<file path="src/rtl/ddalr_pkg.sv">
// ----------------------------------------------------------------------------
// ddalr_pkg
// Shared types and constants of the DDA line rasteriser.
// ----------------------------------------------------------------------------
package ddalr_pkg;

   localparam int COORD_W    = 12;   // input coordinate width
   localparam int PIXEL_W    = 13;   // signed output coordinate width
   localparam int FRAME_W    = 13;   // frame size register width
   localparam int SQ_W       = 24;   // square of one axis difference
   localparam int R2_W       = 25;   // sum of both squares
   localparam int STEP_W     = 19;   // unit step, Q2.16 signed
   localparam int POS_W      = 30;   // position, Q13.16 signed
   localparam int FRAC_W     = 16;

   // Shared shift/subtract unit
   localparam int SRC_W      = 34;   // bits still to be shifted in
   localparam int REM_W      = 26;   // partial remainder
   localparam int QUO_W      = 33;   // quotient or root
   localparam int ITER_W     = 6;
   localparam logic [ITER_W-1:0] ROOT_ITERS = 6'd13;  // root of the squared length
   localparam logic [ITER_W-1:0] DIV_ITERS  = 6'd33;  // squared axis over squared length
   localparam logic [ITER_W-1:0] UNIT_ITERS = 6'd17;  // root of that quotient

   // Configuration port
   localparam int CSR_IDX_W  = 1;
   localparam int CSR_DATA_W = FRAME_W;
   localparam logic [FRAME_W-1:0] FRAME_WIDTH_RESET  = 13'd1280;
   localparam logic [FRAME_W-1:0] FRAME_HEIGHT_RESET = 13'd720;

   typedef enum logic [CSR_IDX_W-1:0] {
      CSR_FRAME_WIDTH  = 1'b0,
      CSR_FRAME_HEIGHT = 1'b1
   } csr_index_type;

   typedef enum logic {
      OP_DIV  = 1'b0,
      OP_SQRT = 1'b1
   } arith_op_type;

   typedef struct packed {
      logic                start;
      arith_op_type        op;
      logic [SRC_W-1:0]    src;
      logic [REM_W-1:0]    rem;
      logic [R2_W-1:0]     divisor;
      logic [ITER_W-1:0]   iters;
   } arith_cmd_type;

   typedef struct packed {
      logic                done;
      logic [QUO_W-1:0]    quo;
      logic [REM_W-1:0]    rem;
   } arith_rsp_type;

   typedef struct packed {
      logic                       load;
      logic                       cut;
      logic [COORD_W-1:0]         start_x;
      logic [COORD_W-1:0]         start_y;
      logic signed [STEP_W-1:0]   step_x;
      logic signed [STEP_W-1:0]   step_y;
   } step_cmd_type;

endpackage

</file>
<file path="src/rtl/ddalr_if.sv">
// ----------------------------------------------------------------------------
// ddalr_req_if / ddalr_rsp_if
// Valid/ready channels for line requests and pixel results.
// ----------------------------------------------------------------------------
interface ddalr_req_if import ddalr_pkg::*; ();
   logic               valid;
   logic               ready;
   logic [COORD_W-1:0] start_x;
   logic [COORD_W-1:0] start_y;
   logic [COORD_W-1:0] end_x;
   logic [COORD_W-1:0] end_y;

   modport source (output valid, start_x, start_y, end_x, end_y, input ready);
   modport sink   (input valid, start_x, start_y, end_x, end_y, output ready);
endinterface

interface ddalr_rsp_if import ddalr_pkg::*; ();
   logic                      valid;
   logic                      ready;
   logic signed [PIXEL_W-1:0] pixel_x;
   logic signed [PIXEL_W-1:0] pixel_y;
   logic                      in_bounds;
   logic                      last_pixel;
   logic                      truncated;

   modport source (output valid, pixel_x, pixel_y, in_bounds, last_pixel, truncated,
                   input ready);
   modport sink   (input valid, pixel_x, pixel_y, in_bounds, last_pixel, truncated,
                   output ready);
endinterface

</file>
<file path="src/rtl/dda_line_rasterizer.sv">
// ----------------------------------------------------------------------------
// dda_line_rasterizer
// DDA line rasteriser: one line request in, one pixel beat per step out.
// ----------------------------------------------------------------------------
// Usage
//   req_chan carries one line (start and end point) per beat. The block works
//   out the length as an exact integer square root, the unit step of each axis
//   as floor(|d| * 2^16 / length) through a division followed by a square
//   root, then walks ceil(length) steps, at most MAX_STEPS, on rsp_chan.
//   Every pixel beat carries the floored position, an in-frame flag, a last
//   marker and, on the last beat of a clipped line, the truncated flag.
//   A line of zero length produces no beat at all.
//   Setup of a line: the block squares and sums the differences, then runs the
//   shared shift/subtract unit for the length root, then for the division and
//   the root of each axis in turn, with a start and a hand-over around each
//   run, then loads the stepper, which takes the first step.
//   Pixels then leave at one per cycle while rsp_chan is ready. req_chan is
//   ready only while the sequencer is idle, which it is again once the line is
//   handed over, so a new line can be set up while the last one is stepping.
//   When rsp_chan stalls the result register holds, stepping pauses and a
//   finished setup waits until the stepper is free.
//   Reset is synchronous; it empties the block and restores the frame size
//   to 1280 x 720. csr_we writes frame_width (index 0) or frame_height
//   (index 1); write only while the block is idle.
// ----------------------------------------------------------------------------
module dda_line_rasterizer import ddalr_pkg::*; #(
   parameter int MAX_STEPS = 64
) (
   input  logic                  clock,
   input  logic                  reset,
   ddalr_req_if.sink             req_chan,
   ddalr_rsp_if.source           rsp_chan,
   input  logic                  csr_we,
   input  logic [CSR_IDX_W-1:0]  csr_index,
   input  logic [CSR_DATA_W-1:0] csr_wdata
);

   localparam int CntW = $clog2(MAX_STEPS + 1);

   typedef enum logic [8:0] {
      ST_IDLE   = 9'b000000001,
      ST_SQUARE = 9'b000000010,
      ST_SUM    = 9'b000000100,
      ST_ROOT   = 9'b000001000,
      ST_DIVX   = 9'b000010000,
      ST_SQRTX  = 9'b000100000,
      ST_DIVY   = 9'b001000000,
      ST_SQRTY  = 9'b010000000,
      ST_LAUNCH = 9'b100000000
   } state_type;

   state_type                 state_ff, state_in;
   logic                      go_ff, go_in;
   logic [FRAME_W-1:0]        frame_w_ff, frame_w_in;
   logic [FRAME_W-1:0]        frame_h_ff, frame_h_in;
   logic [COORD_W-1:0]        start_x_ff, start_x_in;
   logic [COORD_W-1:0]        start_y_ff, start_y_in;
   logic                      neg_x_ff, neg_x_in;
   logic                      neg_y_ff, neg_y_in;
   logic [COORD_W-1:0]        mag_x_ff, mag_x_in;
   logic [COORD_W-1:0]        mag_y_ff, mag_y_in;
   logic [SQ_W-1:0]           sq_x_ff, sq_x_in;
   logic [SQ_W-1:0]           sq_y_ff, sq_y_in;
   logic [R2_W-1:0]           r2_ff, r2_in;
   logic [CntW-1:0]           count_ff, count_in;
   logic                      cut_ff, cut_in;
   logic signed [STEP_W-1:0]  step_x_ff, step_x_in;
   logic signed [STEP_W-1:0]  step_y_ff, step_y_in;

   logic                      accept;
   logic [COORD_W:0]          diff_x;
   logic [COORD_W:0]          diff_y;
   logic [PIXEL_W:0]          n_ext;
   logic                      n_cut;
   logic [STEP_W-1:0]         q_ext;
   logic [STEP_W-1:0]         q_neg;
   logic                      stepper_busy;
   arith_cmd_type             arith_cmd;
   arith_rsp_type             arith_rsp;
   step_cmd_type              step_cmd;

   assign req_chan.ready = (state_ff == ST_IDLE);
   assign accept         = req_chan.valid && req_chan.ready;

   always_comb begin
      diff_x = {1'b0, req_chan.end_x} - {1'b0, req_chan.start_x};
      diff_y = {1'b0, req_chan.end_y} - {1'b0, req_chan.start_y};
      // Number of steps is the root, plus one where the root is not exact.
      n_ext  = {1'b0, arith_rsp.quo[PIXEL_W-1:0]} + {{PIXEL_W{1'b0}}, (arith_rsp.rem != '0)};
      n_cut  = n_ext > (PIXEL_W + 1)'(MAX_STEPS);
      q_ext  = {2'b00, arith_rsp.quo[STEP_W-3:0]};
      q_neg  = STEP_W'(0) - q_ext;
   end

   // Operand selection for the shared unit
   always_comb begin
      arith_cmd         = '0;
      arith_cmd.op      = OP_DIV;
      arith_cmd.divisor = r2_ff;
      case (state_ff)
         ST_ROOT: begin
            arith_cmd.op    = OP_SQRT;
            arith_cmd.src   = {1'b0, r2_ff, 8'b0};
            arith_cmd.iters = ROOT_ITERS;
         end
         ST_DIVX: begin
            arith_cmd.src   = {sq_x_ff[0], {(SRC_W-1){1'b0}}};
            arith_cmd.rem   = {3'b000, sq_x_ff[SQ_W-1:1]};
            arith_cmd.iters = DIV_ITERS;
         end
         ST_DIVY: begin
            arith_cmd.src   = {sq_y_ff[0], {(SRC_W-1){1'b0}}};
            arith_cmd.rem   = {3'b000, sq_y_ff[SQ_W-1:1]};
            arith_cmd.iters = DIV_ITERS;
         end
         ST_SQRTX, ST_SQRTY: begin
            arith_cmd.op    = OP_SQRT;
            arith_cmd.src   = {1'b0, arith_rsp.quo};
            arith_cmd.iters = UNIT_ITERS;
         end
         default: begin
            arith_cmd.iters = '0;
         end
      endcase
      arith_cmd.start = go_ff && ((state_ff == ST_ROOT) || (state_ff == ST_DIVX) ||
                                  (state_ff == ST_SQRTX) || (state_ff == ST_DIVY) ||
                                  (state_ff == ST_SQRTY));
   end

   always_comb begin
      state_in   = state_ff;
      frame_w_in = frame_w_ff;
      frame_h_in = frame_h_ff;
      start_x_in = start_x_ff;
      start_y_in = start_y_ff;
      neg_x_in   = neg_x_ff;
      neg_y_in   = neg_y_ff;
      mag_x_in   = mag_x_ff;
      mag_y_in   = mag_y_ff;
      sq_x_in    = sq_x_ff;
      sq_y_in    = sq_y_ff;
      r2_in      = r2_ff;
      count_in   = count_ff;
      cut_in     = cut_ff;
      step_x_in  = step_x_ff;
      step_y_in  = step_y_ff;
      step_cmd         = '0;
      step_cmd.cut     = cut_ff;
      step_cmd.start_x = start_x_ff;
      step_cmd.start_y = start_y_ff;
      step_cmd.step_x  = step_x_ff;
      step_cmd.step_y  = step_y_ff;

      if (csr_we) begin
         case (csr_index)
            CSR_FRAME_WIDTH:  frame_w_in = csr_wdata;
            CSR_FRAME_HEIGHT: frame_h_in = csr_wdata;
            default:          frame_w_in = frame_w_ff;
         endcase
      end

      case (state_ff)
         ST_IDLE: begin
            if (accept) begin
               start_x_in = req_chan.start_x;
               start_y_in = req_chan.start_y;
               neg_x_in   = diff_x[COORD_W];
               neg_y_in   = diff_y[COORD_W];
               mag_x_in   = diff_x[COORD_W] ? COORD_W'((COORD_W + 1)'(0) - diff_x)
                                            : diff_x[COORD_W-1:0];
               mag_y_in   = diff_y[COORD_W] ? COORD_W'((COORD_W + 1)'(0) - diff_y)
                                            : diff_y[COORD_W-1:0];
               state_in   = ST_SQUARE;
            end
         end
         ST_SQUARE: begin
            sq_x_in  = mag_x_ff * mag_x_ff;
            sq_y_in  = mag_y_ff * mag_y_ff;
            state_in = ST_SUM;
         end
         ST_SUM: begin
            r2_in = {1'b0, sq_x_ff} + {1'b0, sq_y_ff};
            if (sq_x_ff == '0 && sq_y_ff == '0) begin
               state_in = ST_IDLE;
            end else begin
               state_in = ST_ROOT;
            end
         end
         ST_ROOT: begin
            if (arith_rsp.done) begin
               cut_in   = n_cut;
               count_in = n_cut ? CntW'(MAX_STEPS) : n_ext[CntW-1:0];
               state_in = ST_DIVX;
            end
         end
         ST_DIVX: begin
            if (arith_rsp.done) begin
               state_in = ST_SQRTX;
            end
         end
         ST_SQRTX: begin
            if (arith_rsp.done) begin
               step_x_in = neg_x_ff ? q_neg : q_ext;
               state_in  = ST_DIVY;
            end
         end
         ST_DIVY: begin
            if (arith_rsp.done) begin
               state_in = ST_SQRTY;
            end
         end
         ST_SQRTY: begin
            if (arith_rsp.done) begin
               step_y_in = neg_y_ff ? q_neg : q_ext;
               state_in  = ST_LAUNCH;
            end
         end
         ST_LAUNCH: begin
            // Wait for the previous line to finish stepping before handing over.
            if (!stepper_busy) begin
               step_cmd.load = 1'b1;
               state_in      = ST_IDLE;
            end
         end
         default: begin
            state_in = ST_IDLE;
         end
      endcase

      go_in = (state_in != state_ff);
   end

   always_ff @(posedge clock) begin
      if (reset) begin
         state_ff   <= ST_IDLE;
         go_ff      <= 1'b0;
         frame_w_ff <= FRAME_WIDTH_RESET;
         frame_h_ff <= FRAME_HEIGHT_RESET;
      end else begin
         state_ff   <= state_in;
         go_ff      <= go_in;
         frame_w_ff <= frame_w_in;
         frame_h_ff <= frame_h_in;
      end
      start_x_ff <= start_x_in;
      start_y_ff <= start_y_in;
      neg_x_ff   <= neg_x_in;
      neg_y_ff   <= neg_y_in;
      mag_x_ff   <= mag_x_in;
      mag_y_ff   <= mag_y_in;
      sq_x_ff    <= sq_x_in;
      sq_y_ff    <= sq_y_in;
      r2_ff      <= r2_in;
      count_ff   <= count_in;
      cut_ff     <= cut_in;
      step_x_ff  <= step_x_in;
      step_y_ff  <= step_y_in;
   end

   ddalr_arith u_arith (
      .clock (clock),
      .reset (reset),
      .cmd   (arith_cmd),
      .rsp   (arith_rsp)
   );

   ddalr_stepper #(
      .MAX_STEPS (MAX_STEPS),
      .CntW      (CntW)
   ) u_stepper (
      .clock   (clock),
      .reset   (reset),
      .cmd     (step_cmd),
      .count   (count_ff),
      .frame_w (frame_w_ff),
      .frame_h (frame_h_ff),
      .busy    (stepper_busy),
      .rsp     (rsp_chan)
   );

   a_busy_after_accept: assert property (@(posedge clock) disable iff (reset)
      accept |=> !req_chan.ready)
      else $error("request channel still ready after a line was taken");

   a_done_in_arith_state: assert property (@(posedge clock) disable iff (reset)
      arith_rsp.done |-> (state_ff == ST_ROOT) || (state_ff == ST_DIVX) ||
                         (state_ff == ST_SQRTX) || (state_ff == ST_DIVY) ||
                         (state_ff == ST_SQRTY))
      else $error("arith result arrived outside an arithmetic phase");

endmodule

</file>
<file path="src/rtl/ddalr_arith.sv">
// ----------------------------------------------------------------------------
// ddalr_arith
// Shared shift/compare/subtract unit: restoring division or digit-by-digit
// square root, one quotient or root bit per cycle.
// ----------------------------------------------------------------------------
module ddalr_arith import ddalr_pkg::*; (
   input  logic          clock,
   input  logic          reset,
   input  arith_cmd_type cmd,
   output arith_rsp_type rsp
);

   logic                busy_ff, busy_in;
   logic                done_ff, done_in;
   logic [ITER_W-1:0]   cnt_ff, cnt_in;
   arith_op_type        op_ff, op_in;
   logic [SRC_W-1:0]    src_ff, src_in;
   logic [REM_W-1:0]    rem_ff, rem_in;
   logic [QUO_W-1:0]    quo_ff, quo_in;
   logic [R2_W-1:0]     div_ff, div_in;

   logic [REM_W-1:0]    shifted;
   logic [REM_W-1:0]    trial;
   logic [REM_W:0]      diff;
   logic                ge;

   // Division shifts in one dividend bit against the divisor; the root shifts
   // in two radicand bits against four times the root so far plus one.
   always_comb begin
      if (op_ff == OP_SQRT) begin
         shifted = {rem_ff[REM_W-3:0], src_ff[SRC_W-1 -: 2]};
         trial   = {quo_ff[REM_W-3:0], 2'b01};
      end else begin
         shifted = {rem_ff[REM_W-2:0], src_ff[SRC_W-1]};
         trial   = {1'b0, div_ff};
      end
      diff = {1'b0, shifted} - {1'b0, trial};
      ge   = ~diff[REM_W];
   end

   always_comb begin
      busy_in = busy_ff;
      done_in = 1'b0;
      cnt_in  = cnt_ff;
      op_in   = op_ff;
      src_in  = src_ff;
      rem_in  = rem_ff;
      quo_in  = quo_ff;
      div_in  = div_ff;
      if (cmd.start) begin
         busy_in = 1'b1;
         cnt_in  = cmd.iters;
         op_in   = cmd.op;
         src_in  = cmd.src;
         rem_in  = cmd.rem;
         quo_in  = '0;
         div_in  = cmd.divisor;
      end else if (busy_ff) begin
         rem_in = ge ? diff[REM_W-1:0] : shifted;
         quo_in = {quo_ff[QUO_W-2:0], ge};
         src_in = (op_ff == OP_SQRT) ? {src_ff[SRC_W-3:0], 2'b00} : {src_ff[SRC_W-2:0], 1'b0};
         cnt_in = cnt_ff - 1'b1;
         if (cnt_ff == ITER_W'(1)) begin
            busy_in = 1'b0;
            done_in = 1'b1;
         end
      end
   end

   always_ff @(posedge clock) begin
      if (reset) begin
         busy_ff <= 1'b0;
         done_ff <= 1'b0;
      end else begin
         busy_ff <= busy_in;
         done_ff <= done_in;
      end
      cnt_ff <= cnt_in;
      op_ff  <= op_in;
      src_ff <= src_in;
      rem_ff <= rem_in;
      quo_ff <= quo_in;
      div_ff <= div_in;
   end

   assign rsp.done = done_ff;
   assign rsp.quo  = quo_ff;
   assign rsp.rem  = rem_ff;

   a_start_when_free: assert property (@(posedge clock) disable iff (reset)
      cmd.start |-> !busy_ff)
      else $error("arith unit restarted while busy");

   a_done_ends_run: assert property (@(posedge clock) disable iff (reset)
      done_ff |-> !busy_ff && $past(busy_ff))
      else $error("arith done without a finished run");

endmodule

</file>
<file path="src/rtl/ddalr_stepper.sv">
// ----------------------------------------------------------------------------
// ddalr_stepper
// Position accumulator and result register: advances by the unit step once
// per beat and classifies each pixel against the frame.
// ----------------------------------------------------------------------------
module ddalr_stepper import ddalr_pkg::*; #(
   parameter int MAX_STEPS = 64,
   parameter int CntW      = $clog2(MAX_STEPS + 1)
) (
   input  logic               clock,
   input  logic               reset,
   input  step_cmd_type       cmd,
   input  logic [CntW-1:0]    count,
   input  logic [FRAME_W-1:0] frame_w,
   input  logic [FRAME_W-1:0] frame_h,
   output logic               busy,
   ddalr_rsp_if.source        rsp
);

   logic signed [POS_W-1:0]   pos_x_ff, pos_x_in;
   logic signed [POS_W-1:0]   pos_y_ff, pos_y_in;
   logic signed [STEP_W-1:0]  step_x_ff, step_x_in;
   logic signed [STEP_W-1:0]  step_y_ff, step_y_in;
   logic [CntW-1:0]           left_ff, left_in;
   logic                      cut_ff, cut_in;
   logic                      valid_ff, valid_in;
   logic signed [PIXEL_W-1:0] pixel_x_ff, pixel_x_in;
   logic signed [PIXEL_W-1:0] pixel_y_ff, pixel_y_in;
   logic                      inb_ff, inb_in;
   logic                      last_ff, last_in;
   logic                      trunc_ff, trunc_in;

   logic signed [POS_W-1:0]   sum_x;
   logic signed [POS_W-1:0]   sum_y;
   logic                      adv;
   logic                      final_step;

   always_comb begin
      sum_x      = pos_x_ff + {{(POS_W-STEP_W){step_x_ff[STEP_W-1]}}, step_x_ff};
      sum_y      = pos_y_ff + {{(POS_W-STEP_W){step_y_ff[STEP_W-1]}}, step_y_ff};
      adv        = (left_ff != '0) && (!valid_ff || rsp.ready);
      final_step = (left_ff == CntW'(1));
   end

   always_comb begin
      pos_x_in   = pos_x_ff;
      pos_y_in   = pos_y_ff;
      step_x_in  = step_x_ff;
      step_y_in  = step_y_ff;
      left_in    = left_ff;
      cut_in     = cut_ff;
      valid_in   = valid_ff;
      pixel_x_in = pixel_x_ff;
      pixel_y_in = pixel_y_ff;
      inb_in     = inb_ff;
      last_in    = last_ff;
      trunc_in   = trunc_ff;
      if (valid_ff && rsp.ready) begin
         valid_in = 1'b0;
      end
      if (cmd.load) begin
         pos_x_in  = {2'b00, cmd.start_x, {FRAC_W{1'b0}}};
         pos_y_in  = {2'b00, cmd.start_y, {FRAC_W{1'b0}}};
         step_x_in = cmd.step_x;
         step_y_in = cmd.step_y;
         left_in   = count;
         cut_in    = cmd.cut;
      end else if (adv) begin
         pos_x_in   = sum_x;
         pos_y_in   = sum_y;
         left_in    = left_ff - 1'b1;
         valid_in   = 1'b1;
         // The integer bits of the two's complement position are its floor.
         pixel_x_in = sum_x[FRAC_W +: PIXEL_W];
         pixel_y_in = sum_y[FRAC_W +: PIXEL_W];
         inb_in     = !sum_x[POS_W-1] && (sum_x[FRAC_W +: FRAME_W] < frame_w) &&
                      !sum_y[POS_W-1] && (sum_y[FRAC_W +: FRAME_W] < frame_h);
         last_in    = final_step;
         trunc_in   = final_step && cut_ff;
      end
   end

   always_ff @(posedge clock) begin
      if (reset) begin
         left_ff  <= '0;
         valid_ff <= 1'b0;
      end else begin
         left_ff  <= left_in;
         valid_ff <= valid_in;
      end
      pos_x_ff   <= pos_x_in;
      pos_y_ff   <= pos_y_in;
      step_x_ff  <= step_x_in;
      step_y_ff  <= step_y_in;
      cut_ff     <= cut_in;
      pixel_x_ff <= pixel_x_in;
      pixel_y_ff <= pixel_y_in;
      inb_ff     <= inb_in;
      last_ff    <= last_in;
      trunc_ff   <= trunc_in;
   end

   assign busy           = (left_ff != '0);
   assign rsp.valid      = valid_ff;
   assign rsp.pixel_x    = pixel_x_ff;
   assign rsp.pixel_y    = pixel_y_ff;
   assign rsp.in_bounds  = inb_ff;
   assign rsp.last_pixel = last_ff;
   assign rsp.truncated  = trunc_ff;

   a_load_when_idle: assert property (@(posedge clock) disable iff (reset)
      cmd.load |-> left_ff == '0)
      else $error("stepper loaded while a line is still running");

   a_count_bounded: assert property (@(posedge clock) disable iff (reset)
      left_ff <= CntW'(MAX_STEPS))
      else $error("step count above the limit");

endmodule

</file>
<file path="src/flat_wrapper.sv">
// flat-port wrapper written by rule: the top's interface ports become plain ports
module dda_line_rasterizer_flat import ddalr_pkg::*;
#(
   parameter int MAX_STEPS = 64
)
  (clock, reset, csr_we, csr_index, csr_wdata, req_chan_valid, req_chan_start_x, req_chan_start_y, req_chan_end_x, req_chan_end_y, req_chan_ready, rsp_chan_valid, rsp_chan_pixel_x, rsp_chan_pixel_y, rsp_chan_in_bounds, rsp_chan_last_pixel, rsp_chan_truncated, rsp_chan_ready);
  ddalr_req_if req_chan_i ();
  ddalr_rsp_if rsp_chan_i ();
  input  logic clock;
  input  logic reset;
  input  logic csr_we;
  input  logic [CSR_IDX_W-1:0] csr_index;
  input  logic [CSR_DATA_W-1:0] csr_wdata;
  input wire logic [$bits(req_chan_i.valid)-1:0] req_chan_valid;
  input wire logic [$bits(req_chan_i.start_x)-1:0] req_chan_start_x;
  input wire logic [$bits(req_chan_i.start_y)-1:0] req_chan_start_y;
  input wire logic [$bits(req_chan_i.end_x)-1:0] req_chan_end_x;
  input wire logic [$bits(req_chan_i.end_y)-1:0] req_chan_end_y;
  output wire logic [$bits(req_chan_i.ready)-1:0] req_chan_ready;
  output wire logic [$bits(rsp_chan_i.valid)-1:0] rsp_chan_valid;
  output wire logic [$bits(rsp_chan_i.pixel_x)-1:0] rsp_chan_pixel_x;
  output wire logic [$bits(rsp_chan_i.pixel_y)-1:0] rsp_chan_pixel_y;
  output wire logic [$bits(rsp_chan_i.in_bounds)-1:0] rsp_chan_in_bounds;
  output wire logic [$bits(rsp_chan_i.last_pixel)-1:0] rsp_chan_last_pixel;
  output wire logic [$bits(rsp_chan_i.truncated)-1:0] rsp_chan_truncated;
  input wire logic [$bits(rsp_chan_i.ready)-1:0] rsp_chan_ready;
  assign req_chan_i.valid = req_chan_valid;
  assign req_chan_i.start_x = req_chan_start_x;
  assign req_chan_i.start_y = req_chan_start_y;
  assign req_chan_i.end_x = req_chan_end_x;
  assign req_chan_i.end_y = req_chan_end_y;
  assign req_chan_ready = req_chan_i.ready;
  assign rsp_chan_valid = rsp_chan_i.valid;
  assign rsp_chan_pixel_x = rsp_chan_i.pixel_x;
  assign rsp_chan_pixel_y = rsp_chan_i.pixel_y;
  assign rsp_chan_in_bounds = rsp_chan_i.in_bounds;
  assign rsp_chan_last_pixel = rsp_chan_i.last_pixel;
  assign rsp_chan_truncated = rsp_chan_i.truncated;
  assign rsp_chan_i.ready = rsp_chan_ready;
  dda_line_rasterizer #(.MAX_STEPS(MAX_STEPS)) u_core (.clock(clock), .reset(reset), .req_chan(req_chan_i), .rsp_chan(rsp_chan_i), .csr_we(csr_we), .csr_index(csr_index), .csr_wdata(csr_wdata));
endmodule
</file>
<file path="config.mk">
export PLATFORM = sky130hd
export DESIGN_NAME = dda_line_rasterizer_flat
export DESIGN_NICKNAME = d
export VERILOG_FILES = /design/src/rtl/ddalr_pkg.sv /design/src/rtl/ddalr_if.sv /design/src/rtl/dda_line_rasterizer.sv /design/src/rtl/ddalr_arith.sv /design/src/rtl/ddalr_stepper.sv /design/src/flat_wrapper.sv
export SDC_FILE = /design/constraint.sdc
export NUM_CORES = 1
export LEC_CHECK = 0
export ABC_AREA = 1
export BUFFER_PORTS_ARGS = -buffer_cell sky130_fd_sc_hd__buf_2
export CORE_ASPECT_RATIO = 0.5
export CORE_MARGIN = 5
export CORE_UTILIZATION = 58
export CTS_CLUSTER_SIZE = 28
export DETAILED_ROUTE_END_ITERATION = 8
export PLACE_DENSITY = 0.74
export RECOVER_POWER = 25
export SLEW_MARGIN = 10
export SYNTH_ARGS = -nofsm -noshare
export SYNTH_HDL_FRONTEND = slang
export SYNTH_SLANG_ARGS = --single-unit
</file>
<file path="constraint.sdc">
create_clock -name clock -period 5.4 [get_ports clock]
set_input_delay 1.08 -clock clock [delete_from_list [all_inputs] [get_ports clock]]
set_output_delay 1.08 -clock clock [all_outputs]
set_load 0.01 [all_outputs]
</file>
* Word-level counts from Yosys, hierarchy flattened
Cells that the tools add are included.
** Word-level totals
- Output and inout bits :: 31
- Bits in read-only memories :: 0
- Word-level logic and storage cells :: 150
- Memory bits (writable) :: 0
- Latch bits :: 0
- Memories :: 0
- Input port bits :: 67
- Register bits :: 464
** Operators by class
- Reductions and logical operators :: 34
- Add/subtract/negate cells :: 12
- Magnitude comparators :: 3
- Divide/modulo/power cells :: 0
- Equal/unequal tests :: 12
- Multiplexer cells :: 42
- Shift-type cells :: 0
- Multiply operators :: 2
- Bitwise operators :: 4
** Operators with widths (count)
- one-hot mux 34 bit (4 select lines) :: 1
- 2-to-1 mux 26 bit :: 5
- 2-to-1 mux 28 bit :: 4
- 2-to-1 mux 34 bit :: 3
- one-hot mux 9 bit (9 select lines) :: 1
- 2-to-1 mux 9 bit :: 7
- adder 30 bit :: 2
- zero test 24 bit :: 2
- multiplier 12 x 12 -> 24 bit :: 2
- one-hot mux 23 bit (2 select lines) :: 1
- 2-to-1 mux 17 bit :: 2
- subtractor 26 x 26 -> 27 bit :: 1
- less-than comparator 13 bit :: 2
- nonzero test 26 bit :: 1
- subtractor 12 x 12 -> 13 bit :: 2
- adder 24 x 24 -> 25 bit :: 1
- 2-to-1 mux 12 bit :: 2
- subtractor 1 x 12 -> 12 bit, first input constant :: 2
- one-hot mux 6 bit (3 select lines) :: 1
- subtractor 1 x 17 -> 18 bit, first input constant :: 1
- adder 13 x 1 -> 14 bit :: 1
- greater-than comparator 14 x 7 -> 1 bit, second input constant :: 1
- 2-to-1 mux 7 bit :: 2
- AND reduction 2 bit :: 7
- 25 further kinds :: 55

* Longest topological paths before layout
- Depth after elaboration :: 7
- Mapped depth :: 23
- Mapped depth without buffers :: 23

* Modules after synthesis
Synthesis repeated with hierarchy kept, for this count alone.
** Second synthesis, totals
- Cell total of the unflattened synthesis :: 4539
- Area total of the unflattened synthesis :: 36528.8 um^2
** Modules (own cells, without submodules)
- dda_line_rasterizer :: cells each 2395, times used 1, sequential area each 5675.4 um^2, area an instance 19715.2 um^2
- ddalr_stepper :: cells each 1080, times used 1, sequential area each 3643.5 um^2, area an instance 8862.2 um^2
- ddalr_arith :: cells each 1064, times used 1, sequential area each 3463.3 um^2, area an instance 7951.4 um^2

* Least setup slack after synthesis
No wires, ideal clock.
- Kind :: register to register
- Start point :: register u_core.mag_x_ff[2]
- End point :: register u_core.sq_x_ff[20], data pin
- Clock period less this slack :: 5.024 ns
- Arrival :: 4.766 ns
- Setup slack :: 0.376 ns
- Path buffers :: 1
- Setup time :: 0.258 ns
- Cell stages (with the launch flop) :: 20
- Data required time :: 5.142 ns
- Path through :: edfxtp_1 > clkbuf_1 > nand2_1 > inv_1 > fa_1 > inv_1 > fa_1 > inv_1 > fa_1 > fa_1 > inv_1 > fa_1 > inv_1 > ha_1 > nand2_1 > nor2_1 > nand2_1 > o21ai_0 > a31oi_1 > xnor2_1
** On the way
- Word-level cells in the longest chain between the ends :: 1
** Ends and longest elaborated chain
- start: declaration :: RTL line dda_line_rasterizer.sv:60 : logic [COORD_W-1:0] mag_x_ff, mag_x_in;
- start signal: assignment :: RTL line dda_line_rasterizer.sv:249 : mag_x_ff <= mag_x_in;
- multiplier 12 x 12 -> 24 bit :: RTL line dda_line_rasterizer.sv:177 : sq_x_in = mag_x_ff * mag_x_ff;
- end signal: assignment :: RTL line dda_line_rasterizer.sv:251 : sq_x_ff <= sq_x_in;
- end: declaration :: RTL line dda_line_rasterizer.sv:62 : logic [SQ_W-1:0] sq_x_ff, sq_x_in;
No other way between the ends.
A chain may end at the register's enable or synchronous reset.

* Worst setup path in the final report
- Start point :: register u_core.mag_y_ff[7]
- End point :: register u_core.sq_y_ff[19], data pin
** On the way
- Word-level cells in the longest chain between the ends :: 1
** Ends and longest elaborated chain
- start: declaration :: RTL line dda_line_rasterizer.sv:61 : logic [COORD_W-1:0] mag_y_ff, mag_y_in;
- start signal: assignment :: RTL line dda_line_rasterizer.sv:250 : mag_y_ff <= mag_y_in;
- multiplier 12 x 12 -> 24 bit :: RTL line dda_line_rasterizer.sv:178 : sq_y_in = mag_y_ff * mag_y_ff;
- end signal: assignment :: RTL line dda_line_rasterizer.sv:252 : sq_y_ff <= sq_y_in;
- end: declaration :: RTL line dda_line_rasterizer.sv:63 : logic [SQ_W-1:0] sq_y_ff, sq_y_in;
No other way between the ends.

==> flow_summary.yaml <==
synth:
  yosys-mux-area-fraction: 0
  yosys.area_share.adder: 0.195
  seq_area_frac_synth: 0.361
  ys_top_cells_by_count: "sky130_fd_sc_hd__nand2_1, sky130_fd_sc_hd__inv_1, sky130_fd_sc_hd__edfxtp_1"
  postSynth.asyncResetShare: 0
  post_synth_and_or_nand_nor_area_fraction: 0.204
  synth_fp_nets: 4828
  synth_top_cell_area_share: 0.296
  postSynthCellCount: 4313
  most_frequent_cell_after_synthesis: "sky130_fd_sc_hd__nand2_1"
  synth_flop_cell: "sky130_fd_sc_hd__edfxtp_1"
  ys_top_cells_by_area: "sky130_fd_sc_hd__edfxtp_1, sky130_fd_sc_hd__nand2_1, sky130_fd_sc_hd__ha_1"
  synthesis.area_per_instance_um2: 8.17
  largest_family_of_logic_cells_by_synthesized_area: "simple AND/OR/NAND/NOR gates"
  yosysWarningCount: 0
  synth_seq_cells: 462
  synth.distinct_cells: 54
  netlist.top_cell.by_area: "sky130_fd_sc_hd__edfxtp_1"
  synth_xor_area_frac: 0.0390
  synth.cell_area_mm2: 0.0353
  synth-compound-area-share: 0.106
  synth_enable_flop_cells: 347
place:
  i_o_buffers: 97
  post-place-ws_ns: 0.189
  dpl.hpwl_mm: 73.3
  gpl.final_weighted_congestion: 0.985
floorplanning:
  floorplan_die_area_mm2: 0.0661
  coreArea_mm2: 0.0597
  start_util: 0.591
  io_pins: 98
  floorplan.die.height_um: 184
  floorplan.die.width_um: 359
  floorplan.rows: 63
sta:
  slew-limit-headroom: -0.739
  count_of_final_max_slew_check_failures: 103
  worst_slew_pin_slew_ns: 2.61
  timing.final.hold_violations: 0
  clock-skew-final_ns: 0.0271
  finalSetupViolations: 0
  final_worst_path_period_need_ns: 5.10
  setup_slack_ns: 0.298
  achievable-frequency_mhz: 196
  setup_repair_after_global_routing_missed_its_margin: "false"
  tns_ns: 0
  period_share: 0.945
hold_path:
  worstHoldStart: "u_core.step_x_ff[3]$_DFFE_PP_"
  worstHoldEndpoint: "u_core.u_stepper.step_x_ff[3]$_DFFE_PP_"
  hold_path.class: "reg2reg"
  hold-path-cell-count: 0
setup_path:
  timing.critical_path.to_type: "register"
  reg2reg_to: "u_core.sq_y_ff[19]$_DFFE_PP_"
  timing.critical_path.arrival_ns: 5.42
  crit_fanout: 8
  worst_r2r_path_depth: 17
  critPathKind: "reg2reg"
  r2r-start: "u_core.mag_y_ff[7]$_DFFE_PP_"
  cp-start-kind: "register"
  cp-startpoint: "u_core.mag_y_ff[7]$_DFFE_PP_"
  reg2reg_slack_ns: 0.30
  critical_path_required_ns: 5.72
power:
  power_switching_uw: 13100
  p_clk_frac: 0.121
  total_power_uw: 26900
  power.share.combinational: 0.664
  proportion_of_total_power_due_to_net_switching: 0.486
  power.static_leakage_uw: 0.0184
  irDropWorstVdd_mv: 1.03
  power_frac_seq: 0.214
  cell_internal_power_uw: 13800
  power_per_cell_area_mw_per_mm2: 705
detailed_routing:
  vias_per_cell: 5.59
  count_of_antenna_violating_nets_left_after_detailed_routing: 0
  detail_route.first_pass.iterations: 8
  drc: 0
  first_iter_violations: 2801
  vias: 29309
  final_wirelength_mm: 92.0
  drt-wirelength-per-cell_um: 17.5
layout:
  nNetsFinal: 4911
  layout-drive-gt1-share: 0.0530
  n_antenna_cell: 0
  area_growth_pct: 8.18
flow_run:
  max-cap-violations: 3
cts:
  ctsHtreeMaxLevel: 2
  tritoncts: "built"
  cts_hold_buffers: 0
  cts_buffer_depth: 3
  worstSkewPairLatency_ns: 0.59
  cts-buffers-inserted: 44
  clock_transition_time_at_the_flip_flop_clock_pins_of_the_worst_setup_and_hold_paths_ns: 0.06
  clock-root-buffer: "sky130_fd_sc_hd__clkbuf_16"
  cts.sinks: 462
global_routing:
  globalRoute.totalOverflow: 0
  vias_in_the_first_global_route: 27895
  gr-usage-all-layers: 0.275
  grt_start_max_net_pins: 102
  number_of_antenna_violations_at_the_first_check_in_global_routing: 5
  grt_first_pass_wirelength_mm: 145
outcome:
  failed_checks: "capacitance limit, slew limit"
  outcome: "finished, violations left"
==> repair_timing <==
item	CTS	global route
endpoints found under the setup margin	0	11
gates resized for setup	0	5
setup buffers	0	8
hold endpoints to repair	0	0
==> cell type report <==
class | instances | area, um2
tap | 812 | 1020
clock buffer | 58 | 1210
inverter | 760 | 2860
fill | 5219 | 21500
sequential | 462 | 12700
timing repair buffer | 148 | 843
clock inverter | 24 | 303
multi-input combinational | 2980 | 19200
==> power groups by stage <==
stage | Clock, uW | Sequential, uW | Combinational (uW)
CTS | 3310 | 5750 | 17800
global route | 3470 | 5800 | 20500
floorplan | 0 | 5720 | 13300
detailed placement | 0 | 5820 | 17600
finish | 3270 | 5760 | 17900
global placement | 0 | 5810 | 17500
==> how the worst max path moves through the flow <==
stage,to,slack (ns),cells past startpoint
after floorplan,u_core.sq_x_ff[20]$_DFFE_PP_,0.38,19
after global placement,u_core.sq_x_ff[20]$_DFFE_PP_,0.28,18
after detailed placement,u_core.sq_y_ff[19]$_DFFE_PP_,0.19,18
after CTS,u_core.sq_y_ff[19]$_DFFE_PP_,0.19,18
after global routing,u_core.sq_y_ff[19]$_DFFE_PP_,0.009,17
final,u_core.sq_y_ff[19]$_DFFE_PP_,0.30,17
==> registers in the layout, indices dropped and copies added (netlist names), 13 cells and up <==
| name | count |
|---|---|
| u_core.frame_h_ff | 13 |
| u_core.frame_w_ff | 13 |
| u_core.r2_ff | 25 |
| u_core.sq_x_ff | 23 |
| u_core.sq_y_ff | 23 |
| u_core.step_x_ff | 18 |
| u_core.step_y_ff | 18 |
| u_core.u_arith.div_ff | 25 |
| u_core.u_arith.quo_ff | 33 |
| u_core.u_arith.rem_ff | 26 |
| u_core.u_arith.src_ff | 34 |
| u_core.u_stepper.pos_x_ff | 30 |
| u_core.u_stepper.pos_y_ff | 30 |
| u_core.u_stepper.rsp.pixel_x | 13 |
| u_core.u_stepper.rsp.pixel_y | 13 |
| u_core.u_stepper.step_x_ff | 18 |
| u_core.u_stepper.step_y_ff | 18 |
==> logic make-up after synthesis <==
logic type | count (synthesis)
AO/OA/AOI/OAI | 664
buffers and inverters | 871
XOR/XNOR | 157
flip-flops | 462
adder cells (fa/ha/maj) | 448
AND/OR/NAND/NOR | 1711
==> worst max-delay path, stage by stage, from the launching register on <==
cell	delay, ns
sky130_fd_sc_hd__edfxtp_1	0.50
sky130_fd_sc_hd__buf_4	0.22
sky130_fd_sc_hd__nand2_1	0.11
sky130_fd_sc_hd__inv_1	0.08
sky130_fd_sc_hd__fa_1	0.50
sky130_fd_sc_hd__fa_1	0.57
sky130_fd_sc_hd__fa_1	0.44
sky130_fd_sc_hd__fa_1	0.54
sky130_fd_sc_hd__inv_1	0.05
sky130_fd_sc_hd__fa_1	0.53
sky130_fd_sc_hd__inv_1	0.04
sky130_fd_sc_hd__ha_1	0.35
sky130_fd_sc_hd__nand2_1	0.12
sky130_fd_sc_hd__nor2_1	0.21
sky130_fd_sc_hd__nand2_1	0.08
sky130_fd_sc_hd__o21ai_1	0.23
sky130_fd_sc_hd__a31oi_1	0.13
sky130_fd_sc_hd__xnor2_1	0.15
==> metal layers <==
layer | GRT usage | routed length, um | share of wire
met1 | 0.396 | 42100 | 0.46
met2 | 0.444 | 41100 | 0.45
met3 | 0.0429 | 6760 | 0.073
met4 | 0.0605 | 2080 | 0.023
met5 | 0 | 13 | 0.00014
==> stage by stage <==
stage          cells  area [um2]   util  hold slack [ns]
5_1_grt         5244       38100  0.639            0.426
4_1_cts         5236       38100  0.639            0.417
6_report        5244       38100  0.639            0.416
3_3_place_gp    5154       36600  0.614            0.401
3_5_place_dp    5154       36600  0.614            0.405
2_1_floorplan   4313       35300      -            0.400
==> layout by cell type (no fill, tap or decap), drive strengths merged, types with 3 or more instances in the layout <==
cell,Yosys,final
inv,751,754
a211oi,6,6
bufinv,0,5
o22ai,33,33
nor3,50,50
a22oi,22,22
o21a,8,8
a31oi,9,9
buf,38,121
clkinv,9,22
clkinvlp,0,3
or2,15,15
and2,12,12
fa,168,168
a32o,15,15
nand3b,14,14
o211ai,14,14
a22o,6,6
a221oi,3,3
xnor2,53,53
xor2,104,104
nand3,227,227
o21ai,283,283
a21boi,7,7
edfxtp,347,347
dfxtp,115,115
o31ai,3,3
clkbuf,73,85
nand4,62,62
nand2,1061,1061
a21o,18,18
o21bai,17,17
nor2,240,240
a21oi,217,217
ha,280,280
nor4,26,26
Power figures use the tool's default switching activity.
